## src/design/dfsle_pkg.sv

```systemverilog
package dfsle_pkg;

    // Identifier width shared by node ids, leader values and config data.
    localparam int ID_BITS        = 10;
    localparam int MODE_BITS      = 3;
    localparam int KIND_BITS      = 3;
    localparam int NUM_PORTS      = 4;
    localparam int PORT_IDX_BITS  = $clog2(NUM_PORTS);
    localparam int NUM_CFG_REGS   = 6;
    localparam int CFG_ADDR_BITS  = $clog2(NUM_CFG_REGS);

    // The two ids of a message or a result; the mode or kind travels in tuser.
    localparam int ITEM_BITS      = 2 * ID_BITS;
    localparam int TDATA_BITS     = ((ITEM_BITS + 7) / 8) * 8;

    typedef logic [ID_BITS-1:0] t_id;

    typedef enum logic [MODE_BITS-1:0] {
        MODE_START    = 0,
        MODE_PROBE    = 1,
        MODE_ALREADY  = 2,
        MODE_PARENT   = 3,
        MODE_ANNOUNCE = 4
    } t_mode;

    typedef enum logic [KIND_BITS-1:0] {
        KIND_PROBE    = 0,
        KIND_ALREADY  = 1,
        KIND_PARENT   = 2,
        KIND_ANNOUNCE = 3,
        KIND_DONE     = 4
    } t_kind;

    typedef enum logic [CFG_ADDR_BITS-1:0] {
        CFG_OWN_ID       = 0,
        CFG_LEFT_ID      = 1,
        CFG_TOP_ID       = 2,
        CFG_BOTTOM_ID    = 3,
        CFG_RIGHT_ID     = 4,
        CFG_RING_NEXT_ID = 5
    } t_cfg_addr;

    // Neighbor ports in priority order: left, top, bottom, right.
    typedef struct packed {
        t_id                 own_id;
        t_id [NUM_PORTS-1:0] port_id;
        t_id                 ring_next_id;
    } t_cfg;

    typedef struct packed {
        t_id                  best_leader;
        t_id                  parent_node;
        logic [NUM_PORTS-1:0] pending_ports;
    } t_node_state;

    typedef struct packed {
        t_kind kind;
        t_id   destination;
        t_id   payload;
    } t_result;

endpackage

```

## src/design/dfsle_cfg.sv

```systemverilog
module dfsle_cfg
    import dfsle_pkg::*;
(
    input  logic                     i_clk,
    input  logic                     i_rst_n,
    input  logic                     i_wr_en,
    input  logic [CFG_ADDR_BITS-1:0] i_addr,
    input  t_id                      i_wr_data,
    output t_cfg                     o_cfg,
    output logic                     o_own_id_wr
);

    t_cfg r_cfg;

    always_ff @(posedge i_clk) begin
        if (!i_rst_n) begin
            r_cfg.own_id       <= ID_BITS'(1);
            r_cfg.port_id      <= '0;
            r_cfg.ring_next_id <= ID_BITS'(1);
        end else if (i_wr_en) begin
            unique case (t_cfg_addr'(i_addr))
                CFG_OWN_ID:       r_cfg.own_id       <= i_wr_data;
                CFG_LEFT_ID:      r_cfg.port_id[0]   <= i_wr_data;
                CFG_TOP_ID:       r_cfg.port_id[1]   <= i_wr_data;
                CFG_BOTTOM_ID:    r_cfg.port_id[2]   <= i_wr_data;
                CFG_RIGHT_ID:     r_cfg.port_id[3]   <= i_wr_data;
                CFG_RING_NEXT_ID: r_cfg.ring_next_id <= i_wr_data;
                default:          ;
            endcase
        end
    end

    // A new own id also reloads the leader and parent state.
    assign o_own_id_wr = i_wr_en && (t_cfg_addr'(i_addr) == CFG_OWN_ID);
    assign o_cfg       = r_cfg;

endmodule

```

## src/design/dfsle_step.sv

```systemverilog
module dfsle_step
    import dfsle_pkg::*;
(
    input  t_cfg                 i_cfg,
    input  t_node_state          i_state,
    input  logic [MODE_BITS-1:0] i_mode,
    input  t_id                  i_sender,
    input  t_id                  i_value,
    output t_node_state          o_next_state,
    output logic                 o_res_valid,
    output t_result              o_result
);

    t_node_state             st;
    logic                    do_explore;
    logic                    has_excl;
    logic                    found;
    logic [PORT_IDX_BITS-1:0] pick;

    always_comb begin
        st          = i_state;
        o_res_valid = 1'b0;
        o_result    = '0;
        do_explore  = 1'b0;
        has_excl    = 1'b0;
        found       = 1'b0;
        pick        = '0;

        unique case (t_mode'(i_mode))
            MODE_START: begin
                do_explore = 1'b1;
            end
            MODE_PROBE: begin
                if (i_value > i_state.best_leader) begin
                    st.best_leader = i_value;
                    st.parent_node = i_sender;
                    for (int i = 0; i < NUM_PORTS; i++) begin
                        if (i_cfg.port_id[i] == i_sender) begin
                            st.pending_ports[i] = 1'b0;
                        end
                    end
                    do_explore = 1'b1;
                    has_excl   = 1'b1;
                end else if (i_value == i_state.best_leader) begin
                    o_res_valid = 1'b1;
                    o_result    = '{KIND_ALREADY, i_sender, i_state.best_leader};
                end
            end
            MODE_ALREADY, MODE_PARENT: begin
                do_explore = (i_value == i_state.best_leader);
            end
            MODE_ANNOUNCE: begin
                o_res_valid = 1'b1;
                if (i_cfg.own_id == i_state.best_leader) begin
                    o_result = '{KIND_DONE, '0, i_state.best_leader};
                end else begin
                    st.best_leader = i_value;
                    o_result = '{KIND_ANNOUNCE, i_cfg.ring_next_id, i_value};
                end
            end
            default: ;
        endcase

        // First pending, present port that is not the sender of the probe.
        for (int i = 0; i < NUM_PORTS; i++) begin
            if (!found && st.pending_ports[i] && (i_cfg.port_id[i] != '0) &&
                !(has_excl && (i_cfg.port_id[i] == i_sender))) begin
                found = 1'b1;
                pick  = PORT_IDX_BITS'(i);
            end
        end

        if (do_explore) begin
            o_res_valid = 1'b1;
            if (found) begin
                st.pending_ports[pick] = 1'b0;
                o_result = '{KIND_PROBE, i_cfg.port_id[pick], st.best_leader};
            end else if (st.parent_node != i_cfg.own_id) begin
                o_result = '{KIND_PARENT, st.parent_node, st.best_leader};
            end else begin
                o_result = '{KIND_ANNOUNCE, i_cfg.ring_next_id, st.best_leader};
            end
        end

        o_next_state = st;
    end

endmodule

```

## src/design/dfs_max_id_leader_election_node_core.sv

```systemverilog
// One node of a depth-first, max-id leader election on a torus.
//
// Slave stream (i_s_*): one message per transaction. Its tuser carries the
// message mode and its tdata the sender id and the carried leader value.
// Master stream (o_m_*): at most one reply per message, with its kind in
// tuser and its destination id and leader payload in tdata. Messages that
// cause no reply simply disappear.
//
// The configuration port writes the own id, the four neighbor ids and the
// next ring node, one register per cycle. The user must write it only while
// the node is idle; the block does not enforce this. Writing the own id
// also resets the best leader and the parent to that id.
// Timing: a message accepted at one clock edge sits in the input register,
// is decided by a single combinational step against the node state, and its
// reply enters the output register on the edge at which the message retires.
// The node state is updated on that same edge, so the following message
// already sees it, and one message is taken every cycle while the receiver
// does not stall. When the receiver stalls, the reply waits in the output
// register while one more message may wait in the input register; after
// that, o_s_tready falls until the output drains.
//
// Reset (synchronous, active low) empties both registers, restores the
// configuration defaults and sets all four ports pending.
module dfs_max_id_leader_election_node_core
    import dfsle_pkg::*;
(
    input  logic                     i_clk,
    input  logic                     i_rst_n,
    // Slave stream, tuser: mode.
    // tdata from bit 0: sender, value, zero padding.
    input  logic                     i_s_tvalid,
    output logic                     o_s_tready,
    input  logic [MODE_BITS-1:0]     i_s_tuser,
    input  logic [TDATA_BITS-1:0]    i_s_tdata,
    // Master stream, tuser: kind.
    // tdata from bit 0: destination, payload, zero padding.
    output logic                     o_m_tvalid,
    input  logic                     i_m_tready,
    output logic [KIND_BITS-1:0]     o_m_tuser,
    output logic [TDATA_BITS-1:0]    o_m_tdata,
    // Configuration write port.
    input  logic                     i_cfg_wr_en,
    input  logic [CFG_ADDR_BITS-1:0] i_cfg_addr,
    input  t_id                      i_cfg_wr_data
);

    t_cfg                 cfg;
    logic                 own_id_wr;

    logic                 r_in_valid;
    logic [MODE_BITS-1:0] r_in_mode;
    t_id                  r_in_sender;
    t_id                  r_in_value;

    t_node_state          r_state;
    t_node_state          n_state;
    logic                 res_valid;
    t_result              res;

    logic                 r_out_valid;
    t_result              r_out;

    logic                 out_free;
    logic                 advance;

    dfsle_cfg u_cfg (
        .i_clk       (i_clk),
        .i_rst_n     (i_rst_n),
        .i_wr_en     (i_cfg_wr_en),
        .i_addr      (i_cfg_addr),
        .i_wr_data   (i_cfg_wr_data),
        .o_cfg       (cfg),
        .o_own_id_wr (own_id_wr)
    );

    dfsle_step u_step (
        .i_cfg        (cfg),
        .i_state      (r_state),
        .i_mode       (r_in_mode),
        .i_sender     (r_in_sender),
        .i_value      (r_in_value),
        .o_next_state (n_state),
        .o_res_valid  (res_valid),
        .o_result     (res)
    );

    // The held message retires when it has no reply or the output register
    // can take its reply in this cycle.
    assign out_free   = !r_out_valid || i_m_tready;
    assign advance    = r_in_valid && (!res_valid || out_free);
    assign o_s_tready = !r_in_valid || advance;

    always_ff @(posedge i_clk) begin
        if (!i_rst_n) begin
            r_in_valid <= 1'b0;
        end else if (o_s_tready) begin
            r_in_valid <= i_s_tvalid;
        end
    end

    always_ff @(posedge i_clk) begin
        if (i_s_tvalid && o_s_tready) begin
            r_in_mode   <= i_s_tuser;
            r_in_sender <= i_s_tdata[ID_BITS-1:0];
            r_in_value  <= i_s_tdata[ID_BITS +: ID_BITS];
        end
    end

    always_ff @(posedge i_clk) begin
        if (!i_rst_n) begin
            r_state.best_leader   <= ID_BITS'(1);
            r_state.parent_node   <= ID_BITS'(1);
            r_state.pending_ports <= '1;
        end else if (own_id_wr) begin
            r_state.best_leader <= i_cfg_wr_data;
            r_state.parent_node <= i_cfg_wr_data;
        end else if (advance) begin
            r_state <= n_state;
        end
    end

    always_ff @(posedge i_clk) begin
        if (!i_rst_n) begin
            r_out_valid <= 1'b0;
        end else if (out_free) begin
            r_out_valid <= advance && res_valid;
        end
    end

    always_ff @(posedge i_clk) begin
        if (advance && res_valid) begin
            r_out <= res;
        end
    end

    assign o_m_tvalid = r_out_valid;
    assign o_m_tuser  = r_out.kind;
    assign o_m_tdata  = TDATA_BITS'({r_out.payload, r_out.destination});

endmodule

```

## config.mk

```make
export PLATFORM = sky130hd
export DESIGN_NAME = dfs_max_id_leader_election_node_core
export DESIGN_NICKNAME = d
export VERILOG_FILES = /design/src/design/dfsle_pkg.sv /design/src/design/dfsle_cfg.sv /design/src/design/dfsle_step.sv /design/src/design/dfs_max_id_leader_election_node_core.sv
export SDC_FILE = /design/constraint.sdc
export NUM_CORES = 1
export LEC_CHECK = 0
export BUFFER_PORTS_ARGS = -buffer_cell sky130_fd_sc_hd__buf_2
export CAP_MARGIN = 20
export CORE_ASPECT_RATIO = 2
export CORE_MARGIN = 3
export CORE_UTILIZATION = 52
export DETAILED_ROUTE_END_ITERATION = 6
export PLACE_DENSITY_LB_ADDON = 0.05
export SYNTH_ARGS = -nofsm -noshare
export SYNTH_HDL_FRONTEND = slang
export SYNTH_SLANG_ARGS = --single-unit
```

## constraint.sdc

```tcl
create_clock -name i_clk -period 8.8 [get_ports i_clk]
set_input_delay 0.88 -clock i_clk [delete_from_list [all_inputs] [get_ports i_clk]]
set_output_delay 0.88 -clock i_clk [all_outputs]
set_load 0.01 [all_outputs]
```

==> impl_metrics.prom <==
# TYPE chip_impl_metric gauge
chip_impl_metric{name="drc_errors",unit=""} 7
chip_impl_metric{name="port_buffers",unit=""} 65
chip_impl_metric{name="syn_area_per_cell",unit="um^2"} 9.36
chip_impl_info{name="cts_root_buf",value="sky130_fd_sc_hd__clkbuf_16"} 1
chip_impl_info{name="rsz0062_at_grt",value="no"} 1
chip_impl_metric{name="power.static_leakage",unit="nW"} 2.99
chip_impl_metric{name="post-dp-hpwl",unit="mm"} 16.4
chip_impl_metric{name="crit_required",unit="ns"} 7.92
chip_impl_metric{name="final_net_count",unit=""} 853
chip_impl_info{name="layout_common_cells",value="200 x sky130_fd_sc_hd__nand2_1, 86 x sky130_fd_sc_hd__dfxtp_1, 65 x sky130_fd_sc_hd__buf_2"} 1
chip_impl_metric{name="areaGrowthSynthToFinish",unit="%"} 13.8
chip_impl_metric{name="row_count",unit=""} 59
chip_impl_info{name="critical_path_class",value="flop to output pin"} 1
chip_impl_info{name="startpoint_type",value="flop"} 1
chip_impl_metric{name="post-route-min-period",unit="ns"} 4.03
chip_impl_metric{name="insertedDiodeCount",unit=""} 0
chip_impl_info{name="synthFlopType",value="sky130_fd_sc_hd__dfxtp_1"} 1
chip_impl_info{name="biggest_area_consumer_among_synthesized_cells",value="sky130_fd_sc_hd__dfxtp_1"} 1
chip_impl_metric{name="synth.distinct_cells",unit=""} 73
chip_impl_metric{name="pin_count_of_the_biggest_net_entering_global_routing",unit=""} 87
chip_impl_metric{name="relSlewSlack",unit=""} 0.294
chip_impl_metric{name="ir_worst_vdd",unit="uV"} 146
chip_impl_metric{name="design_power_total",unit="mW"} 1.64
chip_impl_metric{name="core_area",unit="um^2"} 13100
chip_impl_metric{name="clk-insertion-delay-late",unit="ns"} 0.42
chip_impl_metric{name="dp_cells",unit=""} 930
chip_impl_info{name="final_common_cell",value="sky130_fd_sc_hd__nand2_1"} 1
chip_impl_metric{name="post_synth_instance_area",unit="um^2"} 7040
chip_impl_metric{name="area_of_the_die",unit="um^2"} 15000
chip_impl_metric{name="fraction_of_layout_instances_using_a_drive_strength_above_1",unit=""} 0.169
chip_impl_metric{name="ys_ff_latch",unit=""} 132
chip_impl_metric{name="bufs_on_longest_clock_path",unit=""} 2
chip_impl_info{name="violations_in_the_final_reports",value="design-rule violations"} 1
chip_impl_metric{name="ctsHoldBuffers",unit=""} 0
chip_impl_metric{name="postCtsResizedCells",unit=""} 0
chip_impl_metric{name="crit_fanout",unit=""} 16
chip_impl_metric{name="cp.arrival",unit="ns"} 3.15
chip_impl_metric{name="gr_util_all_layers",unit=""} 0.301
chip_impl_metric{name="routed_via_density",unit=""} 6.10
chip_impl_metric{name="detailedRoute.firstPassIterationCount",unit=""} 7
chip_impl_metric{name="timing_worst_slew_pin_value",unit="ns"} 1.06
chip_impl_info{name="timing.hold.worst.class",value="flop to flop"} 1
chip_impl_metric{name="pwr_density_cell",unit="nW/um^2"} 205
chip_impl_metric{name="wire_per_inst",unit="um"} 22.7
chip_impl_metric{name="post_route_non_filler_standard_cell_count",unit=""} 963
chip_impl_metric{name="utilization",unit=""} 0.609
chip_impl_metric{name="synth_top_cell_area_share",unit=""} 0.245
chip_impl_metric{name="detailroute.via_count",unit=""} 5873
chip_impl_metric{name="antenna_left",unit=""} 0
chip_impl_metric{name="antenna_found_initial",unit=""} 0
chip_impl_metric{name="cts_buffers",unit=""} 17
chip_impl_info{name="worst_setup_path_end_kind",value="output pin"} 1
chip_impl_metric{name="clock-skew-final",unit="ns"} 0.0111
chip_impl_metric{name="dieWidth",unit="um"} 88.3
chip_impl_metric{name="finalHoldViolCount",unit=""} 0
chip_impl_metric{name="cts_sinks",unit=""} 132
chip_impl_metric{name="synthesis.instances",unit=""} 752
chip_impl_metric{name="cap_viol_max_count",unit=""} 0
chip_impl_metric{name="number_of_global_route_vias_before_repair",unit=""} 5868
chip_impl_metric{name="top_level_ports",unit=""} 74
chip_impl_metric{name="post-route-period-util",unit=""} 0.458
chip_impl_metric{name="finalWeightedCongestion",unit=""} 0.902
chip_impl_metric{name="die-height",unit="um"} 171
chip_impl_info{name="status",value="complete, but fails checks"} 1
chip_impl_metric{name="effective_utilization_at_floorplan",unit=""} 0.536
chip_impl_metric{name="initialDrtViolationCount",unit=""} 370
chip_impl_metric{name="worst_setup_hold_path_clk_slew",unit="ns"} 0.06
chip_impl_metric{name="post_cts_setup_repair_buffer_count",unit=""} 0
chip_impl_metric{name="cts.htree.levels",unit=""} 4
chip_impl_metric{name="place_worst_setup_slack",unit="ns"} 5.01
chip_impl_metric{name="globalRoute.totalOverflow",unit=""} 0
chip_impl_metric{name="synth_sequential_area_ratio",unit=""} 0.441
chip_impl_metric{name="global_route_wire_length_before_repair",unit="mm"} 33.0
chip_impl_metric{name="postSynth.asyncResetShare",unit=""} 0
chip_impl_metric{name="setup_violations",unit=""} 0
chip_impl_info{name="ys_top_cells_by_area",value="sky130_fd_sc_hd__dfxtp_1 24%, sky130_fd_sc_hd__edfxtp_1 20%, sky130_fd_sc_hd__nand2_1 11%"} 1
chip_impl_metric{name="slew_viol_final",unit=""} 0
chip_impl_metric{name="detail_route.wirelength",unit="mm"} 21.9
chip_impl_info{name="cts_tree",value="built"} 1
chip_impl_metric{name="setup_tns",unit="ns"} 0
chip_impl_metric{name="synth_enable_flop_cells",unit=""} 46
chip_impl_metric{name="final.setup.worst_slack",unit="ns"} 4.77
chip_impl_metric{name="fmax",unit="MHz"} 248
chip_impl_metric{name="yosysWarnings",unit=""} 0
-- per-layer routing --
layer  track usage  part of all wire  up-vias
met5             0                 0        -
met4         0.164             0.063        0
li1              -                 -     2751
met3        0.0443             0.041       79
met1         0.313              0.35     2822
met2         0.558              0.55      221
-- flip-flops by register name, summed over array words and instances, names as in the netlist --
signal / cells
o_m_tdata: 20
u_cfg.o_cfg: 60
r_in_valid: 1
r_in_sender: 10
r_state: 24
o_m_tuser: 3
r_in_value: 10
o_m_tvalid: 1
r_in_mode: 3
-- Yosys cell counts (4+ instances only) --
master	number
sky130_fd_sc_hd__a31oi_1	10
sky130_fd_sc_hd__a221o_1	8
sky130_fd_sc_hd__nor2b_1	5
sky130_fd_sc_hd__and2_1	13
sky130_fd_sc_hd__buf_2	10
sky130_fd_sc_hd__edfxtp_1	46
sky130_fd_sc_hd__nand3_1	9
sky130_fd_sc_hd__clkbuf_1	25
sky130_fd_sc_hd__buf_6	5
sky130_fd_sc_hd__a222oi_1	10
sky130_fd_sc_hd__a32oi_1	10
sky130_fd_sc_hd__inv_1	18
sky130_fd_sc_hd__a21oi_1	5
sky130_fd_sc_hd__o21ai_1	5
sky130_fd_sc_hd__mux2i_1	11
sky130_fd_sc_hd__nand2_1	200
sky130_fd_sc_hd__a22oi_1	4
sky130_fd_sc_hd__a21boi_0	62
sky130_fd_sc_hd__nor4_1	12
sky130_fd_sc_hd__ha_1	10
sky130_fd_sc_hd__nor2_1	12
sky130_fd_sc_hd__nand4_1	9
sky130_fd_sc_hd__xor2_1	36
sky130_fd_sc_hd__o21ai_0	20
sky130_fd_sc_hd__or4_1	6
sky130_fd_sc_hd__buf_4	5
sky130_fd_sc_hd__xnor2_1	24
sky130_fd_sc_hd__a22o_1	10
sky130_fd_sc_hd__dfxtp_1	86
-- stage by stage --
stage | hold slack [ns] | instance area (um^2)
detailed placement | 0.453 | 7350
finish | 0.475 | 8010
global route | 0.501 | 8010
floorplan | 0.435 | 7050
CTS | 0.472 | 7990
global placement | 0.453 | 7350
-- area by class of cell --
cell class,instances,area (um^2)
inverters,19,71.3
clock inverters,13,196
well taps,152,190
fillers,1137,5130
multi-input cells,559,3640
repair buffers,69,363
flip-flops and latches,132,3100
clock buffers,19,443
-- worst max-delay path: stages, from the launching register on --
cell                       delay (ns)
sky130_fd_sc_hd__edfxtp_1        0.45
sky130_fd_sc_hd__ha_1            0.36
sky130_fd_sc_hd__nand4_1         0.21
sky130_fd_sc_hd__a211oi_2        0.39
sky130_fd_sc_hd__nor3_4          0.10
sky130_fd_sc_hd__a21oi_4         0.51
sky130_fd_sc_hd__nor4_2          0.08
sky130_fd_sc_hd__nand2b_1        0.20
sky130_fd_sc_hd__nor2_1          0.21
sky130_fd_sc_hd__inv_1           0.06
sky130_fd_sc_hd__buf_2           0.14
-- report_power, final --
group / total, mW / leakage (nW) / internal, mW / switching [mW]
registers: 0.680 / 1.14 / 0.653 / 0.0278
clock network: 0.773 / 0.306 / 0.487 / 0.286
logic: 0.185 / 1.55 / 0.0702 / 0.115
-- path summary, 6_finish.rpt --
| kind | startpoint | slack (ns) | to | cells after the start |
|---|---|---|---|---|
| worst min register to register | u_cfg.o_cfg[6] | 0.47 | u_cfg.o_cfg[6] | 2 |
| worst max-delay path | r_in_value[7] | 4.77 | o_s_tready | 10 |
| worst max register to register | r_in_value[7] | 5.05 | o_m_tdata[9] | 10 |
| worst min-delay path | u_cfg.o_cfg[6] | 0.47 | u_cfg.o_cfg[6] | 2 |
-- cells by family after synthesis --
group	after synthesis	synth area share
compound gates	170	0.196
xor+xnor	60	0.0747
fa+ha+maj	10	0.0178
buf+inv	64	0.0439
flops	132	0.441
mux	14	0.0220
other cells	1	0.000533
simple gates	301	0.204
No activity file was read; power rests on OpenSTA's default activity.
